--- config.mk ---
export PLATFORM = sky130hd
export DESIGN_NAME = dcs_ram
export DESIGN_NICKNAME = d
export VERILOG_FILES = /design/src/sv/dcs_ram.sv
export SDC_FILE = /design/constraint.sdc
export NUM_CORES = 2
export LEC_CHECK = 0
export ABC_CLOCK_PERIOD_IN_PS = 3700
export BUFFER_PORTS_ARGS = -buffer_cell sky130_fd_sc_hd__buf_2
export CAP_MARGIN = 20
export CORE_MARGIN = 4
export CORE_UTILIZATION = 45
export CTS_CLUSTER_DIAMETER = 50
export CTS_CLUSTER_SIZE = 40
export DETAILED_ROUTE_END_ITERATION = 12
export HOLD_SLACK_MARGIN = 0.05
export REMOVE_ABC_BUFFERS = 1
export SYNTH_ARGS = -nofsm -noshare
export SYNTH_HDL_FRONTEND = slang
export SYNTH_SLANG_ARGS = --single-unit
--- constraint.sdc ---
create_clock -name clk -period 3.7 [get_ports clk]
set_input_delay 0.74 -clock clk [delete_from_list [all_inputs] [get_ports clk]]
set_output_delay 0.74 -clock clk [all_outputs]
set_load 0.03 [all_outputs]
--- src/sv/dcs_ram.sv ---
// Generic single-write, single-read synchronous RAM with registered read data.
// No dependencies.
module dcs_ram #(
  parameter int WIDTH = 32,
  parameter int DEPTH = 64
) (
  input  logic                     clk,
  input  logic                     we,
  input  logic [$clog2(DEPTH)-1:0] waddr,
  input  logic [WIDTH-1:0]         wdata,
  input  logic [$clog2(DEPTH)-1:0] raddr,
  output logic [WIDTH-1:0]         rdata
);

  logic [WIDTH-1:0] mem [DEPTH];
  logic [WIDTH-1:0] rdata_r;

  always_ff @(posedge clk) begin
    if (we) begin
      mem[waddr] <= wdata;
    end
    rdata_r <= mem[raddr];
  end

  assign rdata = rdata_r;

endmodule

* Word-level counts from Yosys, hierarchy flattened
Memory sizes are Yosys's and may differ from the RTL's. A register that Yosys moved wholly into a read port is not among the register bits.
Cells that the tools add are included.
** Storage, ports and cells
- Output and inout bits :: 32
- Register bits :: 0
- Memory bits (writable) :: 2048
- Bits of input ports :: 46
- Logic and storage cells :: 3
- Memories :: 1
** Operators by class
- Mux-type cells :: 2
** Memories
- mem :: depth 64, width 32, read ports 1, clocked after Yosys merged registers in 1, wr ports 1, RTL line 15 : logic [WIDTH-1:0] mem [DEPTH];
** Operators by type and width (count)
- 2-to-1 mux 1 bit :: 2

* Logic depth before layout (Yosys ltp)
- Depth in word-level cells :: 2
- Mapped depth :: 10
- Mapped depth without buffers :: 5

* Worst setup path after synthesis
Ideal clock, no wire load.
- Path kind :: input-to-reg
- Start point :: input port waddr[3]
- End point :: memory mem[48][0] (enable)
- Setup time :: 0.461 ns
- Buffers on the path :: 1
- Arrival :: 3.439 ns
- Slack :: -0.200 ns
- Stages :: 4
- Required time :: 3.239 ns
- Path through :: clkbuf_1 > nor2b_1 > nand4b_1 > nor3_1
** RTL lines
- from (decl) :: RTL line 9 : input logic [$clog2(DEPTH)-1:0] waddr,
- to (decl) :: RTL line 15
Straight into the memory's write port.

==> run metrics <==
Worst path depth 6; Final Hold Viols 0; Worst setup EP type flip-flop; number of synthesized flops with an enable pin 2048; most frequent cells in the layout edfxtp_1 (2048), mux4_2 (544), clkbuf_16 (165), buf_4 (157), buf_12 (98); Post-CTS Hold Fix Bufs 0; Fmax 347 MHz; GRT overflow 0; Die Area 0.181 sq mm; dominant cell type by count on the critical path mux4_2; CP required 4350 ps; Final Non-Filler Cells 6099; Initial DRT Pass Iterations 6; initial drt markers 4635; Vias/cell 6.04; hold depth 1; CP arrival 3530 ps; final core occ 52.0%; Hold Crit Class primary input to flip-flop; number of max-cap violations 0; Sw Ratio 22.8%; cells on worst reg2reg path 4; drt total wl 204000 um; Placed Cells 5779; Routability Congestion 0.765; Net Switching 0.0108 W; startpoint types primary input; power density over cell area 522 mW/mm^2; Static Leakage 28.1 nW; Int Pwr 0.0364 W; Initial Utilization 45.2%; Critical Path, Cell by Cell buf_8 -> buf_12 -> mux4_2 -> mux4_2 -> o22ai_1 -> nor2_1; hold_ws 232 ps; Post-Synth XOR/XNOR Area 0%; # setup viols final 0; Tightest Pin Transition 1080 ps; Die H 426 um; setup slack at placement -11.1 ps; drt drc 0; PortBufs 77; via count 36831; Avg WL per Cell 33.4 um; Synth Area in Adders 0%; Detail Route Antenna Nets 0; CTS buffer count 159; nets 3683; Synth Cell Area 0.0785 sq mm; Synth warnings 0; CTS H-tree depth 4; Num Clock Sinks 2080; Avg Cell Area, Syn 23.6 sq um; Area growth syn-to-layout 15.0%; post-layout minimum cycle time 2880 ps; FFs w/ async S/R, synth 0%; largest net degree at the start of global routing 65; outcome complete, no violations; initial antenna violation count 19; critical path fanouts, max 45; Worst-Skew Late Latency 810 ps; cells after synthesis 3324; Synth cell types 34; row cnt 153; Peak supply drop 0.500 mV; I/O pins 78; Tot Pwr 0.0472 W; post-synthesis compound-gate area fraction 1.67%; most common cell after layout, fill and taps aside edfxtp_1; Pins Over Slew Limit 0; Clk pin slew, worst setup/hold paths 70 ps; Logic pwr share 5.5%; CTS root buf clkbuf_16; area taken by multi-input logic gates 0.0160 sq mm; CP top delay family multiplexers; Fillers 13443; RSZ-0062 raised after global routing no; multiplexer area fraction after synthesis 16.8%; post-CTS sizing 0; Core ar. 0.174 sq mm; CP max stage delay 800 ps; postcts setup bufs 0; Tcrit/Tclk final 77.9%; Sequential cell area 0.0621 sq mm; Rel. slew slack 28.2%; Max clock buf depth 3; Clock power frac 39.0%; slowest CP cell o22ai_1; vias in the first global route 37231; CP bufs+invs 2; share of power burned in registers 55.4%; Setup Skew 38.3 ps; Synth Area in Simple Gates 1.27%; share of layout cells above drive strength 1 32.6%; largest family of logic cells by synthesized area multiplexers; Setup Crit Path Kind primary input to flip-flop; first-pass GRT wire length 286000 um; GRT Overall Usage 22.6%; post-synthesis sequential area ratio 79.1%; Most used DFF post-synth edfxtp_1; CTS tree yes; hpwl dp 110000 um; final worst slack 819 ps; Die W 426 um; register bit total from synthesis 2080
logic make-up (layout without fill, tap and decap cells):
kind of cell	count (synthesis)	count (layout)
buffers and inverters	182	628
and+or+nand+nor	223	223
muxes	637	637
AOI/OAI and AO/OA	202	202
other	0	4
DFF	2080	2080
layout make-up:
class                           instances  area share (%)
Tap cell                             2325            3.22
Antenna cell                            4          0.0111
Multi-Input combinational cell       1062            17.7
Sequential cell                      2080            68.8
Clock buffer                          173            4.62
Clock inverter                        121            1.63
Timing Repair Buffer                  334            4.01
per-layer routing:
| metal | GRT usage (%) | vias to the layer above | part of all wire (%) |
|---|---|---|---|
| li1 | - | 14923 | - |
| met1 | 31.9 | 20081 | 40 |
| met2 | 36.3 | 1530 | 49 |
| met3 | 4.44 | 295 | 8.1 |
| met4 | 6.23 | 2 | 2.8 |
| met5 | 0 | - | 0.0064 |
registers in the layout, indices dropped and copies added (netlist names):
register and count:
rdata 32, mem 2048
cell usage after synthesis, types with 7 or more instances:
| cell type | number | share of area [%] |
|---|---|---|
| nor2_1 | 137 | 0.65 |
| nor2b_1 | 15 | 0.12 |
| nor3_1 | 7 | 0.045 |
| a22oi_1 | 12 | 0.11 |
| o22ai_1 | 84 | 0.67 |
| nand2_1 | 26 | 0.12 |
| mux4_2 | 544 | 16 |
| nand2b_1 | 8 | 0.064 |
| dfxtp_1 | 32 | 0.82 |
| buf_1 | 21 | 0.10 |
| edfxtp_1 | 2048 | 78 |
| mux2i_1 | 93 | 1.2 |
| buf_4 | 25 | 0.24 |
| o221ai_1 | 27 | 0.30 |
| a21oi_1 | 62 | 0.40 |
| a311oi_1 | 8 | 0.089 |
| buf_2 | 57 | 0.36 |
| clkbuf_1 | 74 | 0.35 |
power groups by stage:
stage / Combinational, W / Clock (W) / Sequential, W
after floorplan: 0.000966 / 0 / 0.0267
after global placement: 0.00255 / 0 / 0.0267
after detailed placement: 0.00258 / 0 / 0.0267
after CTS: 0.00258 / 0.0188 / 0.0262
after global routing: 0.00277 / 0.0197 / 0.0262
final: 0.00261 / 0.0184 / 0.0261
path summary, 6_finish.rpt:
path / slack (ps) / from / end
hold reg to reg: 730 / mem[12][17] / rdata[17]
setup reg to reg: 1320 / mem[10][29] / rdata[29]
hold / removal: 230 / wdata[18] / mem[26][18]
setup / recovery: 820 / raddr[0] / rdata[29]
through the flow:
step | TNS (ps) | area, sq um
final | 0 | 90300
after floorplan | -2820 | 77600
after detailed placement | -20.0 | 84200
after global placement | -87.3 | 84200
after CTS | 0 | 89800
after global routing | 0 | 90300
Power figures use the tool's default switching activity.
