<file path="config.mk">
export PLATFORM = sky130hd
export DESIGN_NAME = dcs_arith
export DESIGN_NICKNAME = d
export VERILOG_FILES = /design/src/sv/dcs_pkg.sv /design/src/sv/dcs_arith.sv
export SDC_FILE = /design/constraint.sdc
export NUM_CORES = 1
export LEC_CHECK = 0
export BUFFER_PORTS_ARGS = -buffer_cell sky130_fd_sc_hd__buf_2
export CAP_MARGIN = 15
export CORE_MARGIN = 2
export CORE_UTILIZATION = 39
export CTS_CLUSTER_SIZE = 14
export DETAILED_ROUTE_END_ITERATION = 16
export PLACE_DENSITY = 0.68
export SLEW_MARGIN = 20
export SYNTH_ARGS = -nofsm -noshare
export SYNTH_HDL_FRONTEND = slang
export SYNTH_SLANG_ARGS = --single-unit
export TNS_END_PERCENT = 20
</file>
<file path="constraint.sdc">
create_clock -name clk -period 5.35 [get_ports clk]
set_input_delay 1.3375 -clock clk [delete_from_list [all_inputs] [get_ports clk]]
set_output_delay 1.3375 -clock clk [all_outputs]
set_load 0.05 [all_outputs]
</file>
<file path="src/sv/dcs_pkg.sv">
// Shared constants, types and helpers for the dense Cholesky solver.
// No dependencies; imported by dcs_arith and dense_cholesky_solver.
package dcs_pkg;

  localparam int MAX_DIM   = 64;
  localparam int IDX_W     = 6;
  localparam int CNT_W     = 7;
  localparam int WORD_W    = 32;
  localparam int ACC_W     = 64;
  localparam int MAT_DEPTH = MAX_DIM * MAX_DIM;
  localparam int MAT_AW    = 2 * IDX_W;

  localparam logic [CNT_W-1:0] SIZE_RESET = 7'd6;

  // item kinds carried in in_tuser
  localparam logic [1:0] MODE_LOAD_MAT = 2'd0;
  localparam logic [1:0] MODE_LOAD_RHS = 2'd1;
  localparam logic [1:0] MODE_SOLVE    = 2'd2;

  // solve phases
  localparam logic [1:0] PH_FAC = 2'd0;
  localparam logic [1:0] PH_FWD = 2'd1;
  localparam logic [1:0] PH_BWD = 2'd2;

  typedef struct packed {
    logic start;
    logic is_sqrt;
  } arith_req_t;

  typedef struct packed {
    logic busy;
    logic done;
  } arith_rsp_t;

  // Q16.16 product rounded to nearest, ties towards plus infinity
  function automatic logic signed [ACC_W-1:0] qround(input logic signed [ACC_W-1:0] p);
    logic signed [ACC_W-1:0] s;
    s = p + 64'sd32768;
    return s >>> 16;
  endfunction

endpackage

</file>
<file path="src/sv/dcs_arith.sv">
// Iterative arithmetic unit: Q16.16 saturating division (one quotient bit a cycle)
// and integer square root (one result bit a cycle). Depends on dcs_pkg.
module dcs_arith
  import dcs_pkg::*;
(
  input  logic                    clk,
  input  logic                    rst_n,
  input  arith_req_t              req,
  input  logic signed [ACC_W-1:0] num,
  input  logic [WORD_W-1:0]       den,
  input  logic [30:0]             rad,
  output arith_rsp_t              rsp,
  output logic [WORD_W-1:0]       result
);

  localparam logic signed [ACC_W-1:0] LIM = 64'sd70368744177664; // 2^46

  logic        busy_r, busy_nxt;
  logic        done_r, done_nxt;
  logic        sqrt_r, sqrt_nxt;
  logic        neg_r, neg_nxt;
  logic [5:0]  cnt_r, cnt_nxt;
  logic [62:0] q_r, q_nxt;
  logic [31:0] rem_r, rem_nxt;
  logic [31:0] den_r, den_nxt;
  logic [47:0] v_r, v_nxt;
  logic [47:0] res_r, res_nxt;
  logic [47:0] bit_r, bit_nxt;
  logic [31:0] result_r, result_nxt;

  always_comb begin
    logic [32:0]             rem_sh;
    logic [47:0]             trial;
    logic [46:0]             mag;
    logic signed [ACC_W-1:0] neg_num;
    busy_nxt   = busy_r;
    done_nxt   = 1'b0;
    sqrt_nxt   = sqrt_r;
    neg_nxt    = neg_r;
    cnt_nxt    = cnt_r;
    q_nxt      = q_r;
    rem_nxt    = rem_r;
    den_nxt    = den_r;
    v_nxt      = v_r;
    res_nxt    = res_r;
    bit_nxt    = bit_r;
    result_nxt = result_r;
    rem_sh     = {rem_r, q_r[62]};
    trial      = res_r + bit_r;
    neg_num    = -num;
    if (num > LIM || num < -LIM) begin
      mag = 47'h4000_0000_0000;
    end else if (num[ACC_W-1]) begin
      mag = neg_num[46:0];
    end else begin
      mag = num[46:0];
    end
    if (req.start) begin
      busy_nxt = 1'b1;
      sqrt_nxt = req.is_sqrt;
      neg_nxt  = num[ACC_W-1];
      q_nxt    = {mag, 16'd0};
      rem_nxt  = '0;
      den_nxt  = den;
      v_nxt    = {1'b0, rad, 16'd0};
      res_nxt  = '0;
      bit_nxt  = 48'h4000_0000_0000;
      cnt_nxt  = req.is_sqrt ? 6'd23 : 6'd62;
    end else if (busy_r) begin
      if (sqrt_r) begin
        if (v_r >= trial) begin
          v_nxt   = v_r - trial;
          res_nxt = (res_r >> 1) + bit_r;
        end else begin
          res_nxt = res_r >> 1;
        end
        bit_nxt = bit_r >> 2;
      end else begin
        if (rem_sh >= {1'b0, den_r}) begin
          rem_nxt = 32'(rem_sh - {1'b0, den_r});
          q_nxt   = {q_r[61:0], 1'b1};
        end else begin
          rem_nxt = rem_sh[31:0];
          q_nxt   = {q_r[61:0], 1'b0};
        end
      end
      cnt_nxt = cnt_r - 6'd1;
      if (cnt_r == 6'd0) begin
        busy_nxt = 1'b0;
        done_nxt = 1'b1;
        if (sqrt_r) begin
          result_nxt = res_nxt[31:0];
        end else if (!neg_r) begin
          result_nxt = (q_nxt > 63'h7FFF_FFFF) ? 32'h7FFF_FFFF : q_nxt[31:0];
        end else begin
          result_nxt = (q_nxt > 63'h8000_0000) ? 32'h8000_0000 : 32'(-q_nxt[31:0]);
        end
      end
    end
  end

  always_ff @(posedge clk) begin
    if (!rst_n) begin
      busy_r <= 1'b0;
      done_r <= 1'b0;
    end else begin
      busy_r <= busy_nxt;
      done_r <= done_nxt;
    end
    sqrt_r   <= sqrt_nxt;
    neg_r    <= neg_nxt;
    cnt_r    <= cnt_nxt;
    q_r      <= q_nxt;
    rem_r    <= rem_nxt;
    den_r    <= den_nxt;
    v_r      <= v_nxt;
    res_r    <= res_nxt;
    bit_r    <= bit_nxt;
    result_r <= result_nxt;
  end

  assign rsp.busy = busy_r;
  assign rsp.done = done_r;
  assign result   = result_r;

endmodule
</file>
Word-level counts from Yosys, hierarchy flattened
Index checks and enable logic that the tools add are counted.
W data, S select, Z words.

cells by class
  bitwise gates (word level) = 4
  order comparisons = 6
  multiplexer cells = 26
  reductions and logical operators = 11
  $add $sub $neg = 7

operators with widths
  cell                    number
  $mux W63                5
  $mux W47                6
  $mux W32                6
  $gt A64 B48 Y1 const B  1
  $lt A64 B47 Y1 const B  1
  $gt A63 B31 Y1 const B  1
  $gt A63 B32 Y1 const B  1
  $add A47 B47 Y48        1
  $add A48 B47 Y48        1
  $ge A48 B48 Y1          1
  $mux W48                1
  $sub A48 B48 Y48        1
  $neg A47 Y47            1
  $ge A33 B32 Y1          1
  $neg A32 Y32            1
  $sub A32 B32 Y32        1
  $mux W6                 3
  $reduce_and A3 Y1       3
  $logic_not A6 Y1        1
  $reduce_bool A2 Y1      3
  $sub A6 B1 Y6 const B   1
  $mux W1                 5
  $not A1 Y1              4
  $reduce_and A2 Y1       2
  other kinds (2)         2

storage, ports and cells
  flip-flop bits (word level) = 289
  input port bits = 131
  logic and storage cells = 69

Longest topological paths before layout
  depth in word-level cells = 9
  mapped depth = 26
  mapped depth without buffers = 23

Worst setup path before layout
OpenSTA, ideal clock, no wires.

  kind = flip-flop to flip-flop
  start point = register res_r[12]
  end point = register v_r[16], enable pin
  cell stages (with the launch flop) = 23
  arrival time = 5.473 ns
  data required time = 4.957 ns
  setup slack = -0.515 ns
  path through = dfxtp_1 -> ha_1 -> a31o_2 -> or4_1 -> o21ai_0 -> o22ai_1 -> or2_2 -> a31oi_1 -> o21ai_0 -> and3_1 -> o21ai_0 -> xor2_1 -> ha_1 -> and2_1 -> and3_1 -> nand2_1 -> a31oi_1 -> o31ai_1 -> o31ai_1 -> clkbuf_1 -> nand2_1 -> clkbuf_1 -> nand2b_1

between the ends
  longest elaborated chain between the ends = 4

RTL lines
  item                                 line              RTL
  start: declaration                   dcs_arith.sv:27   logic [47:0] res_r, res_nxt;
  start signal: assignment             dcs_arith.sv:117  res_r <= res_nxt;
  $add A48 B47 Y48                     dcs_arith.sv:49   trial = res_r + bit_r;
  $ge A48 B48 Y1                       dcs_arith.sv:71   if (v_r >= trial) begin
  $reduce_bool A2 Y1 (no source line)  --
  $reduce_and A3 Y1 (no source line)   --
  end signal: assignment               dcs_arith.sv:116  v_r <= v_nxt;
  end: declaration                     dcs_arith.sv:26   logic [47:0] v_r, v_nxt;

Every way passes these cells.
A chain may end at the register's enable or synchronous reset.

Final worst setup path
  start point = register bit_r[12]
  end point = register result_r[30], in the netlist result[30], data pin

between the ends
  longest elaborated chain between the ends = 5

RTL lines
  item                      line              RTL
  start: declaration        dcs_arith.sv:28   logic [47:0] bit_r, bit_nxt;
  start signal: assignment  dcs_arith.sv:118  bit_r <= bit_nxt;
  $add A48 B47 Y48          dcs_arith.sv:49
  $ge A48 B48 Y1            dcs_arith.sv:71
  $mux W48 (*)              dcs_arith.sv:71
  $mux W32 (*)              dcs_arith.sv:70   if (sqrt_r) begin
  $mux W32 (*)              dcs_arith.sv:91   if (sqrt_r) begin
  end signal: assignment    dcs_arith.sv:119  result_r <= result_nxt;
  end: declaration          dcs_arith.sv:29   logic [31:0] result_r, result_nxt;

Every way passes the cells marked *; elsewhere a longest branch is shown, timed or not.

==> impl_metrics.env <==
export IMPL_die_area_um2=57590
export IMPL_grt_pass1_vias=19780
export IMPL_ys_seq_area_frac=0.3355
export IMPL_die_width_um=240.0
export IMPL_gp_congestion=0.9373
export IMPL_nets=3055
export IMPL_ioPinCount=165
export IMPL_postLayoutCoreUtil=0.4618
export IMPL_met1_length_mm=28.64
export IMPL_yosysTopAreaCell="edfxtp_1"
export IMPL_worstPathArrival_ns=5.42
export IMPL_ant_nets=0
export IMPL_cp_max_fo=6
export IMPL_postSynthAreaPerCell_um2=8.343
export IMPL_finalInstanceArea_um2=25440
export IMPL_crit_required_ns=5.62
export IMPL_route_detailed_wl_per_inst_um=18.20
export IMPL_regArea_um2=7291
export IMPL_reg2reg_slack_ns=0.20
export IMPL_rows=86
export IMPL_fin_crit_sh=0.9617
export IMPL_ys_flop_type="edfxtp_1"
export IMPL_syn_inst=2603
export IMPL_power_density_nw_per_um2=290.9
export IMPL_clock_sinks=289
export IMPL_hold_viol=0
export IMPL_route_met2_wl_mm=29.72
export IMPL_r2r_cells=25
export IMPL_tightestPinTransition_ns=1.054
export IMPL_final_common_cell="nand2_1"
export IMPL_yosysUniqueCellTypes=89
export IMPL_dp_hpwl_mm=47.01
export IMPL_antenna_found_initial=1
export IMPL_final_setup_skew_ns=0.01900
export IMPL_grt_pass1_wl_mm=102.4
export IMPL_overflow=0
export IMPL_grt_start_max_net_pins=139
export IMPL_rr_startpoint="bit_r[12]$_SDFFE_PP0P_"
export IMPL_wl_met3_mm=4.008
export IMPL_multiInputGateArea_um2=13670
export IMPL_holdBufCountCts=0
export IMPL_worstSkewPairLatency_ns=0.55
export IMPL_critPathBufInv=4
export IMPL_fillers=5450
export IMPL_diodes=0
export IMPL_timing_critical_path_from_type="flop"
export IMPL_ys_top_cells_by_area="edfxtp_1, dfxtp_1, ha_1, nand2_1, xor2_1"
export IMPL_clock_path_buffers=3
export IMPL_htreeDepth=2
export IMPL_min_path_type="flop to flop"
export IMPL_syn_num_nets=2871
export IMPL_leakagePower_nw=9.970
export IMPL_syn_cell_area_um2=21720
export IMPL_drt_initial_drc_count=1563
export IMPL_fmax_mhz=194.4
export IMPL_die_y_um=240.0
export IMPL_ys_ff_latch=289
export IMPL_r2r_end="result[30]$_DFFE_PP_"
export IMPL_crit_path_max_incr_delay_ns=0.47
export IMPL_rsz0062_at_grt="yes"
export IMPL_peakVddDrop_mv=0.2274
export IMPL_maxCapViolations=0
export IMPL_area_delta_synth_final_pct=17.16
export IMPL_drive_above_1_share=0.1581
export IMPL_synth_edf_count=150
export IMPL_grt_use_total=0.2177
export IMPL_crit_family="simple AND/OR/NAND/NOR gates"
export IMPL_core_area_um2=55090
export IMPL_routed_wl_mm=64.85
export IMPL_cp_slowest_cell="or3b_2"
export IMPL_highest_layer="met4"
export IMPL_cts_tree="done"
export IMPL_clk_pin_slew_ns=0.06
export IMPL_root_buffer="clkbuf_16"
export IMPL_yosys_warnings=0
export IMPL_fin_crit_ns=5.145
export IMPL_synth_top_area_frac=0.2074
export IMPL_drc=0
export IMPL_cts_made_buffers=37
export IMPL_drt_pass1_iter_count=5
export IMPL_final_cell_mix="nand2_1, nor2_1, a21oi_1, buf_2, edfxtp_1"
export IMPL_dpl_cell_area_um2=23900
export IMPL_viasPerCell=5.763
export IMPL_status="complete, no violations"
export IMPL_finalSetupViolations=0
export IMPL_relSlewSlack=0.2975
export IMPL_cp_end_kind="flop"
export IMPL_io_buffer_count=164
export IMPL_vias=20540
export IMPL_async_flop_share=0
export IMPL_initial_utilization=0.3942
export IMPL_slew_violations=0
export IMPL_min_from="v_r[14]$_SDFFE_PP0P_"
export IMPL_min_path_cells=2
export IMPL_whs_endpoint="v_r[14]$_SDFFE_PP0P_"
export IMPL_critPathKind="flop to flop"
==> layout make-up <==
| type | instances | area share |
|---|---|---|
| Multi-Input combinational cell | 2078 | 0.5374 |
| Sequential cell | 289 | 0.2865 |
| Timing Repair Buffer | 296 | 0.07971 |
| Clock buffer | 47 | 0.04028 |
| Tap cell | 748 | 0.03678 |
| Inverter | 85 | 0.01259 |
| Clock inverter | 20 | 0.006639 |
==> worst register-to-register path: stages, from the launching register on <==
cell     delay, ns
dfxtp_2       0.33
ha_4          0.23
a31o_2        0.25
or4_1         0.46
o21ai_1       0.14
buf_4         0.13
o22ai_2       0.08
or2_4         0.27
a31oi_4       0.19
o21ai_2       0.08
and3_1        0.20
o21ai_2       0.12
xor2_1        0.08
ha_1          0.33
and2_1        0.15
and3_4        0.19
nand2_1       0.07
a31oi_1       0.18
o31ai_1       0.10
buf_4         0.16
o31ai_4       0.25
buf_12        0.18
inv_2         0.06
or3b_2        0.47
o21ai_0       0.10
a22oi_1       0.08
==> metrics by stage <==
stage | total power [mW] | hold slack, ns | TNS [ns] | setup slack [ns] | cells
after floorplan | 4.103 | 0.4362 | 0 | 0.03232 | 2603
after global placement | 4.711 | 0.4436 | 0 | 0.02279 | 3486
after detailed placement | 4.760 | 0.4568 | -0.3210 | -0.06989 | 3486
after CTS | 7.301 | 0.4678 | 0 | 0.02146 | 3554
after global routing | 7.789 | 0.4900 | -0.3181 | -0.06614 | 3563
final | 7.401 | 0.4591 | 0 | 0.2049 | 3563
==> Yosys cell counts (8+ instances only) <==
cell type and count:
a211oi_1 58, a21o_1 56, a21oi_1 199, a22o_1 22
a22oi_1 13, a311oi_1 14, a31o_2 15, a31oi_1 52
a32oi_1 13, and2_1 10, and3_1 23, buf_1 8
buf_2 15, clkbuf_1 121, dfxtp_1 139, edfxtp_1 150
ha_1 135, inv_1 85, mux2i_1 45, nand2_1 342
nand2b_1 28, nand3_1 51, nand3b_1 12, nand4_1 35
nor2_1 197, nor2b_1 30, nor3_1 58, nor4_1 21
o211ai_1 27, o21a_1 19, o21ai_0 148, o21bai_1 20
o22ai_1 45, o31ai_1 41, or2_2 9, or3_1 15
or4_1 11, xnor2_1 74, xor2_1 125
==> state kept, by name, summed over array words and instances (netlist names) <==
name and count:
neg_r 1, cnt_r 6, done_r 1, rem_r 32, q_r 63, v_r 48, busy_r 1, res_r 48
den_r 32, sqrt_r 1, bit_r 24, result 32
==> where the power goes <==
| part | leakage (nW) | internal, mW | switching, mW |
|---|---|---|---|
| sequential | 2.63 | 2.49 | 0.132 |
| combinational | 6.75 | 0.992 | 1.31 |
| clock | 0.585 | 1.46 | 1.02 |
==> per-layer routing <==
layer	up-vias	track usage
met5	-	0
met4	0	0.08733
met2	666	0.3584
met1	9737	0.2846
met3	130	0.03502
li1	10000	-
==> worst max path at each step <==
stage,startpoint,endpoint,slack [ns],cells after the start
floorplan,res_r[12]$_SDFFE_PP0P_,v_r[16]$_DFFE_PP_,0.03,22
global placement,res_r[12]$_SDFFE_PP0P_,result[13]$_DFFE_PP_,0.02,25
detailed placement,res_r[12]$_SDFFE_PP0P_,v_r[8]$_SDFFE_PP0P_,-0.07,24
CTS,bit_r[2]$_SDFFE_PP0P_,res_r[44]$_SDFFE_PP0P_,0.02,25
global route,res_r[2]$_SDFFE_PP0P_,res_r[44]$_SDFFE_PP0P_,-0.07,27
finish,bit_r[12]$_SDFFE_PP0P_,result[30]$_DFFE_PP_,0.20,25
==> cells by family after synthesis <==
kind of cell / synth area share
xor+xnor: 0.08026
mux: 0.02230
compound gates: 0.2494
flops: 0.3355
buf+inv: 0.04390
fa+ha+maj: 0.07962
simple gates: 0.1890
==> timing repair <==
item | in CTS | in global routing
resized for setup | 4 | 49
pin swaps | 0 | 22
setup buffers | 0 | 6
setup endpoints to repair | 21 | 159
cloned | 1 | 3
(Power assumes the default switching activity.)
